File: src/rtl/sensor_word_frame_decoder_unit_defines.svh
// assertion macros shared by the sensor word frame decoder rtl
// expects clk_i and rst_ni in the scope where a macro is used
`ifndef SENSOR_WORD_FRAME_DECODER_UNIT_DEFINES_SVH
`define SENSOR_WORD_FRAME_DECODER_UNIT_DEFINES_SVH

// same-cycle implication
`define SWFD_ASSERT_NOW(lbl, ante, cons, msg) \
  lbl: assert property (@(posedge clk_i) disable iff (!rst_ni) (ante) |-> (cons)) \
    else $error(msg);

// next-cycle implication
`define SWFD_ASSERT_NEXT(lbl, ante, cons, msg) \
  lbl: assert property (@(posedge clk_i) disable iff (!rst_ni) (ante) |=> (cons)) \
    else $error(msg);

`endif

File: src/rtl/swfd_pkg.sv
// shared types, constants and the crc-8 step for the sensor word frame decoder
// no dependencies
`timescale 1ns / 1ps

package swfd_pkg;

  localparam int unsigned LONG_FRAME_WORDS = 8;
  localparam int unsigned GAS_FRAME_WORDS  = 3;
  localparam int unsigned WORDS_W          = 4;
  localparam int unsigned QUEUE_DEPTH      = 2;

  localparam logic [7:0]  CRC_INIT = 8'hFF;
  localparam logic [7:0]  CRC_POLY = 8'h31;

  localparam logic [15:0] CO2_LOWER_RESET = 16'd250;
  localparam logic [15:0] CO2_UPPER_RESET = 16'd10000;

  // scale factors, values in hundredths
  localparam logic [14:0] MUL_CO2  = 15'd100;
  localparam logic [14:0] MUL_TEMP = 15'd17500;
  localparam logic [14:0] MUL_HUM  = 15'd10000;
  localparam logic [14:0] MUL_PM   = 15'd10;
  localparam logic [14:0] MUL_UNIT = 15'd1;
  localparam logic [31:0] TEMP_OFFSET = 32'd294907500;  // 4500 * 65535
  localparam logic [16:0] RATIO_DIV   = 17'd65535;

  localparam logic [2:0] GAS_CO2_IDX   = 3'd0;
  localparam logic [2:0] GAS_TEMP_IDX  = 3'd1;
  localparam logic [2:0] LONG_HUM_IDX  = 3'd4;
  localparam logic [2:0] LONG_TEMP_IDX = 3'd5;

  typedef enum logic [1:0] {
    STATUS_OK        = 2'd0,
    STATUS_CRC_ERR   = 2'd1,
    STATUS_CO2_RANGE = 2'd2
  } status_e;

  typedef enum logic {
    REG_CO2_LOWER = 1'b0,
    REG_CO2_UPPER = 1'b1
  } cfg_reg_e;

  typedef enum logic {
    LAYOUT_GAS = 1'b0,
    LAYOUT_PM  = 1'b1
  } layout_e;

  typedef enum logic [1:0] {
    PHASE_HIGH  = 2'd0,
    PHASE_LOW   = 2'd1,
    PHASE_CHECK = 2'd2
  } byte_phase_e;

  typedef enum logic [1:0] {
    SCALE_DIRECT       = 2'd0,
    SCALE_RATIO        = 2'd1,
    SCALE_SIGNED_RATIO = 2'd2
  } scale_mode_e;

  typedef struct packed {
    logic [2:0]  word_index;
    logic [15:0] raw_word;
    layout_e     layout;
    status_e     status;
    logic        frame_failed;
    logic        last;
  } word_item_t;

  function automatic logic [7:0] crc8_step(input logic [7:0] crc, input logic [7:0] data);
    logic [7:0] c;
    c = crc ^ data;
    for (int k = 0; k < 8; k++) begin
      c = c[7] ? ((c << 1) ^ CRC_POLY) : (c << 1);
    end
    return c;
  endfunction

endpackage

File: src/rtl/sensor_word_frame_decoder_unit.sv
// Sensor word frame decoder top level.
// Input stream: one response byte per transaction; tuser carries the frame
//   start flag and the frame layout (0 three-word gas frame, 1 eight-word
//   particulate frame), sampled on the frame start byte.
// Every third byte of a frame ends a word: its crc-8 (poly 0x31, init 0xff)
//   is checked and one result transaction goes out with the word index, raw
//   word, value in hundredths and status; tlast marks the final word.
// The first crc error ends the frame; its remaining bytes give no result.
// Config port: register 0 co2 lower limit, register 1 co2 upper limit, to be
//   written by the user only while the block is idle; the block does not enforce it.
// Throughput: one byte per cycle while s_axis_tready is high. Path: after the byte
//   that completes its word, a result passes a queue slot, 3 scaling stages and the
//   output register.
// Reset clears the frame state; bytes are ignored until a frame start.
// When the receiver stalls, results pile up in the scaling pipeline and a
//   two-word queue; s_axis_tready drops once that queue is full.
// depends on swfd_pkg, swfd_front, swfd_queue and swfd_back
`timescale 1ns / 1ps

module sensor_word_frame_decoder_unit (
  input  logic        clk_i,
  input  logic        rst_ni,
  input  logic        s_axis_tvalid,
  output logic        s_axis_tready,
  input  logic [7:0]  s_axis_tdata,   // [7:0] rx_byte
  input  logic [1:0]  s_axis_tuser,   // [0] frame_start, [1] sensor_kind
  output logic        m_axis_tvalid,
  input  logic        m_axis_tready,
  output logic [47:0] m_axis_tdata,   // [2:0] word_index, [18:3] raw_word,
                                      // [42:19] value_hundredths, [47:43] zero
  output logic [2:0]  m_axis_tuser,   // [1:0] status, [2] frame_failed
  output logic        m_axis_tlast,
  input  logic        cfg_we_i,
  input  logic [0:0]  cfg_addr_i,
  input  logic [15:0] cfg_wdata_i
);

  logic                 byte_accept;
  logic                 word_valid, queue_full, queue_valid, queue_pop;
  swfd_pkg::word_item_t front_word, queue_word, out_word;
  logic signed [23:0]   out_value;

  assign s_axis_tready = !queue_full;
  assign byte_accept   = s_axis_tvalid && s_axis_tready;

  swfd_front u_front (
    .clk_i         (clk_i),
    .rst_ni        (rst_ni),
    .byte_valid_i  (byte_accept),
    .rx_byte_i     (s_axis_tdata),
    .frame_start_i (s_axis_tuser[0]),
    .sensor_kind_i (s_axis_tuser[1]),
    .cfg_we_i      (cfg_we_i),
    .cfg_addr_i    (cfg_addr_i),
    .cfg_wdata_i   (cfg_wdata_i),
    .word_valid_o  (word_valid),
    .word_o        (front_word)
  );

  swfd_queue u_queue (
    .clk_i   (clk_i),
    .rst_ni  (rst_ni),
    .push_i  (word_valid),
    .item_i  (front_word),
    .full_o  (queue_full),
    .pop_i   (queue_pop),
    .valid_o (queue_valid),
    .item_o  (queue_word)
  );

  swfd_back u_back (
    .clk_i        (clk_i),
    .rst_ni       (rst_ni),
    .item_valid_i (queue_valid),
    .item_i       (queue_word),
    .item_pop_o   (queue_pop),
    .out_valid_o  (m_axis_tvalid),
    .out_ready_i  (m_axis_tready),
    .out_item_o   (out_word),
    .out_value_o  (out_value)
  );

  assign m_axis_tdata = {5'd0, out_value, out_word.raw_word, out_word.word_index};
  assign m_axis_tuser = {out_word.frame_failed, out_word.status};
  assign m_axis_tlast = out_word.last;

endmodule

File: src/rtl/swfd_front.sv
// front end: byte assembly, crc check, frame tracking and co2 limit check
// depends on swfd_pkg
`timescale 1ns / 1ps

module swfd_front (
  input  logic               clk_i,
  input  logic               rst_ni,
  input  logic               byte_valid_i,
  input  logic [7:0]         rx_byte_i,
  input  logic               frame_start_i,
  input  logic               sensor_kind_i,
  input  logic               cfg_we_i,
  input  logic [0:0]         cfg_addr_i,
  input  logic [15:0]        cfg_wdata_i,
  output logic               word_valid_o,
  output swfd_pkg::word_item_t word_o
);

  swfd_pkg::byte_phase_e phase_q, phase_d, phase_s;
  logic [2:0]            wc_q, wc_d, wc_s;
  logic [7:0]            crc_q, crc_d, crc_s;
  logic [7:0]            hi_q, hi_d, lo_q, lo_d;
  swfd_pkg::layout_e     layout_q, layout_d, layout_s;
  logic                  err_q, err_d, err_s;
  logic                  drop_q, drop_d, drop_s;
  logic [15:0]           co2_lo_q, co2_hi_q;

  logic [15:0]                 raw;
  logic                        crc_fail, co2_bad, at_end, is_last, err_new;
  logic [swfd_pkg::WORDS_W-1:0] words, wc_inc;

  // state as seen by this byte once a frame start is applied
  always_comb begin
    layout_s = layout_q;
    phase_s  = phase_q;
    wc_s     = wc_q;
    crc_s    = crc_q;
    err_s    = err_q;
    drop_s   = drop_q;
    if (frame_start_i) begin
      layout_s = swfd_pkg::layout_e'(sensor_kind_i);
      phase_s  = swfd_pkg::PHASE_HIGH;
      wc_s     = '0;
      crc_s    = swfd_pkg::CRC_INIT;
      err_s    = 1'b0;
      drop_s   = 1'b0;
    end
  end

  assign raw      = {hi_q, lo_q};
  assign crc_fail = (crc_s != rx_byte_i);
  assign co2_bad  = (layout_s == swfd_pkg::LAYOUT_GAS) && (wc_s == swfd_pkg::GAS_CO2_IDX) &&
                    ((raw == 16'd0) || (raw < co2_lo_q) || (raw > co2_hi_q));
  assign words    = (layout_s == swfd_pkg::LAYOUT_PM) ?
                    swfd_pkg::WORDS_W'(swfd_pkg::LONG_FRAME_WORDS) :
                    swfd_pkg::WORDS_W'(swfd_pkg::GAS_FRAME_WORDS);
  assign wc_inc   = {1'b0, wc_s} + 4'd1;
  assign at_end   = (wc_inc >= words);
  assign is_last  = crc_fail || at_end;
  assign err_new  = err_s || crc_fail || co2_bad;

  always_comb begin
    word_o.word_index   = wc_s;
    word_o.raw_word     = raw;
    word_o.layout       = layout_s;
    word_o.last         = is_last;
    word_o.frame_failed = is_last && err_new;
    if (crc_fail) begin
      word_o.status = swfd_pkg::STATUS_CRC_ERR;
    end else if (co2_bad) begin
      word_o.status = swfd_pkg::STATUS_CO2_RANGE;
    end else begin
      word_o.status = swfd_pkg::STATUS_OK;
    end
  end

  always_comb begin
    phase_d      = phase_q;
    wc_d         = wc_q;
    crc_d        = crc_q;
    hi_d         = hi_q;
    lo_d         = lo_q;
    layout_d     = layout_q;
    err_d        = err_q;
    drop_d       = drop_q;
    word_valid_o = 1'b0;
    if (byte_valid_i) begin
      phase_d  = phase_s;
      wc_d     = wc_s;
      crc_d    = crc_s;
      layout_d = layout_s;
      err_d    = err_s;
      drop_d   = drop_s;
      if (!drop_s) begin
        case (phase_s)
          swfd_pkg::PHASE_HIGH: begin
            hi_d    = rx_byte_i;
            crc_d   = swfd_pkg::crc8_step(crc_s, rx_byte_i);
            phase_d = swfd_pkg::PHASE_LOW;
          end
          swfd_pkg::PHASE_LOW: begin
            lo_d    = rx_byte_i;
            crc_d   = swfd_pkg::crc8_step(crc_s, rx_byte_i);
            phase_d = swfd_pkg::PHASE_CHECK;
          end
          swfd_pkg::PHASE_CHECK: begin
            word_valid_o = 1'b1;
            phase_d      = swfd_pkg::PHASE_HIGH;
            crc_d        = swfd_pkg::CRC_INIT;
            wc_d         = wc_s + 3'd1;
            err_d        = err_new;
            drop_d       = is_last;
          end
          default: begin
            phase_d = swfd_pkg::PHASE_HIGH;
          end
        endcase
      end
    end
  end

  always_ff @(posedge clk_i or negedge rst_ni) begin
    if (!rst_ni) begin
      phase_q  <= swfd_pkg::PHASE_HIGH;
      wc_q     <= '0;
      crc_q    <= swfd_pkg::CRC_INIT;
      hi_q     <= '0;
      lo_q     <= '0;
      layout_q <= swfd_pkg::LAYOUT_GAS;
      err_q    <= 1'b0;
      drop_q   <= 1'b1;
    end else begin
      phase_q  <= phase_d;
      wc_q     <= wc_d;
      crc_q    <= crc_d;
      hi_q     <= hi_d;
      lo_q     <= lo_d;
      layout_q <= layout_d;
      err_q    <= err_d;
      drop_q   <= drop_d;
    end
  end

  always_ff @(posedge clk_i or negedge rst_ni) begin
    if (!rst_ni) begin
      co2_lo_q <= swfd_pkg::CO2_LOWER_RESET;
      co2_hi_q <= swfd_pkg::CO2_UPPER_RESET;
    end else if (cfg_we_i) begin
      case (swfd_pkg::cfg_reg_e'(cfg_addr_i))
        swfd_pkg::REG_CO2_LOWER: co2_lo_q <= cfg_wdata_i;
        swfd_pkg::REG_CO2_UPPER: co2_hi_q <= cfg_wdata_i;
        default: ;
      endcase
    end
  end

endmodule

File: src/rtl/swfd_queue.sv
// short word queue between the front end and the scaling back end
// depends on swfd_pkg and the shared assertion macros
`timescale 1ns / 1ps
`include "sensor_word_frame_decoder_unit_defines.svh"

module swfd_queue (
  input  logic                 clk_i,
  input  logic                 rst_ni,
  input  logic                 push_i,
  input  swfd_pkg::word_item_t item_i,
  output logic                 full_o,
  input  logic                 pop_i,
  output logic                 valid_o,
  output swfd_pkg::word_item_t item_o
);

  localparam int unsigned PtrW = (swfd_pkg::QUEUE_DEPTH > 1) ? $clog2(swfd_pkg::QUEUE_DEPTH) : 1;
  localparam int unsigned CntW = $clog2(swfd_pkg::QUEUE_DEPTH + 1);
  localparam logic [PtrW-1:0] LastPtr = PtrW'(swfd_pkg::QUEUE_DEPTH - 1);
  localparam logic [CntW-1:0] FullCnt = CntW'(swfd_pkg::QUEUE_DEPTH);

  swfd_pkg::word_item_t slot_q [swfd_pkg::QUEUE_DEPTH];
  logic [PtrW-1:0]      wr_ptr_q, wr_ptr_d, rd_ptr_q, rd_ptr_d;
  logic [CntW-1:0]      count_q, count_d;

  assign full_o  = (count_q == FullCnt);
  assign valid_o = (count_q != '0);
  assign item_o  = slot_q[rd_ptr_q];

  always_comb begin
    wr_ptr_d = wr_ptr_q;
    rd_ptr_d = rd_ptr_q;
    count_d  = count_q;
    if (push_i) begin
      wr_ptr_d = (wr_ptr_q == LastPtr) ? '0 : wr_ptr_q + 1'b1;
    end
    if (pop_i) begin
      rd_ptr_d = (rd_ptr_q == LastPtr) ? '0 : rd_ptr_q + 1'b1;
    end
    if (push_i && !pop_i) begin
      count_d = count_q + 1'b1;
    end else if (pop_i && !push_i) begin
      count_d = count_q - 1'b1;
    end
  end

  always_ff @(posedge clk_i or negedge rst_ni) begin
    if (!rst_ni) begin
      wr_ptr_q <= '0;
      rd_ptr_q <= '0;
      count_q  <= '0;
    end else begin
      wr_ptr_q <= wr_ptr_d;
      rd_ptr_q <= rd_ptr_d;
      count_q  <= count_d;
    end
  end

  always_ff @(posedge clk_i) begin
    if (push_i) begin
      slot_q[wr_ptr_q] <= item_i;
    end
  end

  `SWFD_ASSERT_NOW(a_no_push_full, push_i, !full_o, "word pushed into a full queue")
  `SWFD_ASSERT_NOW(a_no_pop_empty, pop_i, valid_o, "word popped from an empty queue")
  `SWFD_ASSERT_NEXT(a_count_up, push_i && !pop_i, count_q == $past(count_q) + 1'b1,
                    "queue count did not follow a push")

endmodule

File: src/rtl/swfd_back.sv
// back end: scales each word to hundredths and holds the result transaction
// depends on swfd_pkg and the shared assertion macros
`timescale 1ns / 1ps
`include "sensor_word_frame_decoder_unit_defines.svh"

module swfd_back (
  input  logic                 clk_i,
  input  logic                 rst_ni,
  input  logic                 item_valid_i,
  input  swfd_pkg::word_item_t item_i,
  output logic                 item_pop_o,
  output logic                 out_valid_o,
  input  logic                 out_ready_i,
  output swfd_pkg::word_item_t out_item_o,
  output logic signed [23:0]   out_value_o
);

  logic en;

  // stage 1: constant multiply
  swfd_pkg::scale_mode_e mode_c;
  logic [14:0]           mul_c;
  logic [15:0]           operand_c;
  logic                  s1_vld_q;
  swfd_pkg::word_item_t  s1_item_q;
  swfd_pkg::scale_mode_e s1_mode_q;
  logic [30:0]           s1_prod_q;

  // stage 2: offset and magnitude
  logic [31:0]           diff_c;
  logic                  neg_c;
  logic [30:0]           mag_c;
  logic                  s2_vld_q;
  swfd_pkg::word_item_t  s2_item_q;
  logic                  s2_ratio_q, s2_neg_q;
  logic [30:0]           s2_mag_q;

  // stage 3: quotient estimate for division by 65535
  logic [31:0]           sum_c, rem_c;
  logic [15:0]           qest_c;
  logic                  s3_vld_q;
  swfd_pkg::word_item_t  s3_item_q;
  logic                  s3_ratio_q, s3_neg_q;
  logic [23:0]           s3_direct_q;
  logic [15:0]           s3_qest_q;
  logic [16:0]           s3_rem_q;

  // output register
  logic [16:0]           quot_c;
  logic [23:0]           res_mag_c;
  logic signed [23:0]    res_c;
  logic                  out_vld_q;
  swfd_pkg::word_item_t  out_item_q;
  logic signed [23:0]    out_val_q;

  assign en         = !out_vld_q || out_ready_i;
  assign item_pop_o = en && item_valid_i;

  always_comb begin
    mode_c    = swfd_pkg::SCALE_DIRECT;
    mul_c     = swfd_pkg::MUL_PM;
    operand_c = item_i.raw_word;
    case (item_i.layout)
      swfd_pkg::LAYOUT_GAS: begin
        if (item_i.word_index == swfd_pkg::GAS_CO2_IDX) begin
          mul_c = swfd_pkg::MUL_CO2;
        end else if (item_i.word_index == swfd_pkg::GAS_TEMP_IDX) begin
          mode_c = swfd_pkg::SCALE_SIGNED_RATIO;
          mul_c  = swfd_pkg::MUL_TEMP;
        end else begin
          mode_c = swfd_pkg::SCALE_RATIO;
          mul_c  = swfd_pkg::MUL_HUM;
        end
      end
      swfd_pkg::LAYOUT_PM: begin
        if (item_i.word_index == swfd_pkg::LONG_HUM_IDX) begin
          mul_c = swfd_pkg::MUL_UNIT;
        end else if (item_i.word_index == swfd_pkg::LONG_TEMP_IDX) begin
          mul_c     = swfd_pkg::MUL_UNIT;
          operand_c = {1'b0, item_i.raw_word[15:1]};
        end
      end
      default: ;
    endcase
  end

  always_comb begin
    diff_c = {1'b0, s1_prod_q} - swfd_pkg::TEMP_OFFSET;
    neg_c  = 1'b0;
    mag_c  = s1_prod_q;
    if (s1_mode_q == swfd_pkg::SCALE_SIGNED_RATIO) begin
      neg_c = diff_c[31];
      mag_c = diff_c[31] ? 31'(-diff_c) : diff_c[30:0];
    end
  end

  // estimate never exceeds the quotient and falls short by at most one
  assign sum_c  = {1'b0, s2_mag_q} + {17'd0, s2_mag_q[30:16]};
  assign qest_c = sum_c[31:16];
  assign rem_c  = {1'b0, s2_mag_q} - ({qest_c, 16'd0} - {16'd0, qest_c});

  always_comb begin
    quot_c    = {1'b0, s3_qest_q} + ((s3_rem_q >= swfd_pkg::RATIO_DIV) ? 17'd1 : 17'd0);
    res_mag_c = s3_ratio_q ? {7'd0, quot_c} : s3_direct_q;
    res_c     = s3_neg_q ? -$signed(res_mag_c) : $signed(res_mag_c);
    if (s3_item_q.status == swfd_pkg::STATUS_CRC_ERR) begin
      res_c = '0;
    end
  end

  always_ff @(posedge clk_i or negedge rst_ni) begin
    if (!rst_ni) begin
      s1_vld_q  <= 1'b0;
      s2_vld_q  <= 1'b0;
      s3_vld_q  <= 1'b0;
      out_vld_q <= 1'b0;
    end else if (en) begin
      s1_vld_q  <= item_valid_i;
      s2_vld_q  <= s1_vld_q;
      s3_vld_q  <= s2_vld_q;
      out_vld_q <= s3_vld_q;
    end
  end

  always_ff @(posedge clk_i) begin
    if (en) begin
      s1_item_q   <= item_i;
      s1_mode_q   <= mode_c;
      s1_prod_q   <= 31'(operand_c * mul_c);
      s2_item_q   <= s1_item_q;
      s2_ratio_q  <= (s1_mode_q != swfd_pkg::SCALE_DIRECT);
      s2_neg_q    <= neg_c;
      s2_mag_q    <= mag_c;
      s3_item_q   <= s2_item_q;
      s3_ratio_q  <= s2_ratio_q;
      s3_neg_q    <= s2_neg_q;
      s3_direct_q <= s2_mag_q[23:0];
      s3_qest_q   <= qest_c;
      s3_rem_q    <= rem_c[16:0];
      out_item_q  <= s3_item_q;
      out_val_q   <= res_c;
    end
  end

  assign out_valid_o = out_vld_q;
  assign out_item_o  = out_item_q;
  assign out_value_o = out_val_q;

  `SWFD_ASSERT_NOW(a_crc_err_zero, out_vld_q && (out_item_q.status == swfd_pkg::STATUS_CRC_ERR),
                   (out_val_q == '0) && out_item_q.last, "crc error result not zero and final")
  `SWFD_ASSERT_NOW(a_failed_on_last, out_vld_q && out_item_q.frame_failed, out_item_q.last,
                   "frame failure flagged on a result that is not final")
  `SWFD_ASSERT_NEXT(a_pop_flows, item_pop_o, s1_vld_q, "popped word lost before stage one")

endmodule

File: config.mk
export PLATFORM = sky130hd
export DESIGN_NAME = sensor_word_frame_decoder_unit
export DESIGN_NICKNAME = d
export VERILOG_FILES = /design/src/rtl/swfd_pkg.sv /design/src/rtl/sensor_word_frame_decoder_unit.sv /design/src/rtl/swfd_front.sv /design/src/rtl/swfd_queue.sv /design/src/rtl/swfd_back.sv
export VERILOG_INCLUDE_DIRS = /design/src /design/src/rtl
export SDC_FILE = /design/constraint.sdc
export NUM_CORES = 1
export LEC_CHECK = 0
export BUFFER_PORTS_ARGS = -buffer_cell sky130_fd_sc_hd__buf_2
export CAP_MARGIN = 20
export CORE_MARGIN = 2
export CORE_UTILIZATION = 56
export DETAILED_ROUTE_END_ITERATION = 8
export GPL_TIMING_DRIVEN = 0
export PLACE_DENSITY = 0.75
export SYNTH_ARGS = -nofsm -noshare
export SYNTH_HDL_FRONTEND = slang
export SYNTH_SLANG_ARGS = --single-unit
export TNS_END_PERCENT = 50
File: constraint.sdc
create_clock -name clk_i -period 24.5 [get_ports clk_i]
set_clock_uncertainty 0.2 [all_clocks]
set_input_delay 1.225 -clock clk_i [delete_from_list [all_inputs] [get_ports clk_i]]
set_output_delay 1.225 -clock clk_i [all_outputs]
set_load 0.03 [all_outputs]
==> results.ini <==
[setup_path]
cpLargestDelayFamily = adder cells
path_class = reg2reg
cp_slowest_cell = clkbuf_1
r2r-end = u_back.s1_prod_q[30]
required_ns = 24.60
r2r_cells = 27
r2r-start = u_queue.rd_ptr_q
crit_path_max_incr_delay_ns = 0.66
worst_setup_path_end_kind = register
reg2reg_slack_ns = 14.74
cp-start-kind = register
worst-path-buf-inv = 8
cp_common_cell = fa_1
arrival_ns = 9.85
crit_path_max_fanout = 10

[clocking]
cts_setup_buffers = 0
ctsLongestPathBuffers = 3
root_buffer = clkbuf_16
cts_inserted_buffers = 39
cts_tree = yes
htreeDepth = 2
holdBufCountCts = 0
clock_sinks = 361
ctsResizeCount = 0
clkLatencyLatePin_ns = 0.56
cts.clk_slew.worst_paths_ns = 0.06

[sta]
hold_slack_ns = 0.216
drv_slew = 0
slew_headroom = 0.310
max_freq_ghz = 0.103
timing.final.crit_share = 0.398
tightest_slew_ns = 1.03
tns_ns = 0
finalSetupViolCount = 0
post-route-min-period_ns = 9.76
finalHoldViolCount = 0
rsz0062_at_grt = no

[status]
status = complete, no violations

[synth]
synthCells = 2255
ys_ff_latch = 361
yosys_warnings = 0
synth_ff_type = edfxtp_1
async_reset_ff_frac = 0.199
netlist_area_mm2 = 0.0247
synth_cell_types = 86
seq_area_frac_synth = 0.425
synth_edf_count = 289
synth_area_per_cell_um2 = 11.0

[die]
core_area_mm2 = 0.0439
pin_count = 86
start_util = 0.563
rows = 77
die_h_um = 214
die_w_um = 214
dieArea_mm2 = 0.0459

[detailed_routing]
post_drt_via_cell_ratio = 5.67
routed_wl_um = 56700
vias = 17043
ant_nets = 0
drt_iter0_markers = 1131
highest_layer = met4
wl_met3_um = 3280
drcViolationCount = 0
drt-met1-wl_um = 25700
routed-wl-met2_um = 26500
first_pass_iters = 5
wl_per_cell_um = 18.9

[finish]
drive_gt1_frac = 0.116
fin_nets = 2772
syn_to_final_growth_pct = 10.5
diodes = 0
final_util = 0.622

[placed_design]
dp_hpwl_um = 44600
place.gp.congestion = 0.950
io_buffers = 77

[grt]
grt.total_usage = 0.251
grt_pass1_vias = 17043
grt_start_max_net_pins = 73
grt_pass1_wl_um = 91500
antenna_found_initial = 0
grt_overflow_total = 0

[hold_path]
min_from = u_back.s1_item_q[20]
hold_end = u_back.s2_item_q[20]
holdPathStages = 0
min_path_type = reg2reg

[job]
max_cap_violations = 0

-- layout by cell type (no fill, tap or decap), types with 21 or more instances in the layout --
master     count
a21oi_1       71
buf_2         88
edfxtp_1     289
xor2_1        51
clkbuf_16     39
and3_1        25
ha_1         224
o21ai_0       96
nand3_1       35
nand2_1      115
a21o_1        21
nor3_1        50
mux2i_1       25
inv_1        307
nand2b_1      23
mux2_2        55
nor2_1       211
clkbuf_1      51
dfrtp_1       52
fa_1         132
xnor2_1      112
-- worst register-to-register path, stage by stage, from the launching register on --
cell and delay (ns):
dfrtp_1 0.33, buf_2 0.23, clkbuf_1 0.52, clkbuf_1 0.66
mux2i_1 0.51, inv_1 0.20, o21ai_1 0.60, nor2_1 0.23
fa_1 0.58, inv_1 0.06, fa_1 0.57, inv_1 0.07
fa_1 0.53, fa_1 0.46, fa_1 0.54, inv_1 0.05
fa_1 0.54, inv_1 0.04, ha_1 0.35, and3_1 0.22
a31oi_1 0.16, o21ai_0 0.10, a31oi_1 0.40, o31ai_1 0.25
a2111oi_0 0.60, o41ai_1 0.18, a21oi_1 0.20, xnor2_1 0.11
-- flip-flops by register name, summed over array words and instances, names as in the netlist, 16 cells and up --
signal	flops
u_back.s3_direct_q	24
u_back.s2_item_q	23
u_back.s3_qest_q	16
u_back.s1_prod_q	31
u_back.s3_item_q	23
u_front.co2_lo_q	16
u_back.s2_mag_q	31
u_back.out_value_o	24
u_back.s1_item_q	23
u_queue.slot_q	48
u_back.s3_rem_q	17
u_back.out_item_o	23
u_front.co2_hi_q	16
-- through the flow --
step | std cells | instance area (um2) | worst slack [ns]
global placement | 2928 | 25900 | 11.61
CTS | 3003 | 27300 | 14.81
finish | 3004 | 27300 | 14.74
global route | 3004 | 27300 | 14.15
floorplan | 2259 | 24800 | 14.77
detailed placement | 2934 | 26000 | 14.81
-- cell type report --
cell class              count  area [um2]
plain buffers              72         323
clock buffers              44        1000
clock inverters            25         295
fillers                  3551       16600
inverters                 307        1150
multi-input cells        1519       12800
flip-flops and latches    361       10500
well taps                 592         741
repair buffers             84         528
-- per-layer routing --
| metal | track usage | up-vias |
|---|---|---|
| li1 | - | 8072 |
| met1 | 0.356 | 8421 |
| met2 | 0.400 | 465 |
| met3 | 0.0423 | 85 |
| met4 | 0.0713 | 0 |
| met5 | 0 | - |
-- how the worst max path moves through the flow --
stage                startpoint  depth (start not counted)                   end
3_5_place_dp   u_queue.rd_ptr_q                         28  u_back.s1_prod_q[30]
5_1_grt        u_queue.rd_ptr_q                         28  u_back.s1_prod_q[30]
6_report       u_queue.rd_ptr_q                         27  u_back.s1_prod_q[30]
4_1_cts        u_queue.rd_ptr_q                         28  u_back.s1_prod_q[30]
3_3_place_gp      m_axis_tready                          7    u_queue.count_q[1]
2_1_floorplan     m_axis_tready                          6    u_queue.count_q[1]
-- synth_stat cells, types with 52 or more instances --
master / number / area (um2)
ha_1: 224 / 2800
fa_1: 132 / 2640
xnor2_1: 112 / 981
mux2_2: 55 / 619
edfxtp_1: 289 / 8680
o21ai_0: 96 / 480
dfrtp_1: 52 / 1300
a21oi_1: 71 / 355
nand2_1: 115 / 432
inv_1: 307 / 1150
nor2_1: 211 / 792
-- cells by family (layout without fill, tap and decap cells) --
logic type      count (synthesis)  count (layout)  synth area share
compound gates                344             344            0.0922
xor+xnor                      163             163            0.0577
fa+ha+maj                     356             356             0.220
buf+inv                       379             532            0.0596
flops                         361             361             0.425
mux                            80              80            0.0352
other cells                     1               5          0.000152
simple gates                  571             571             0.110
Power is not shown: default switching activity piles up to over one toggle a cycle in this logic, so the estimate is an artifact.
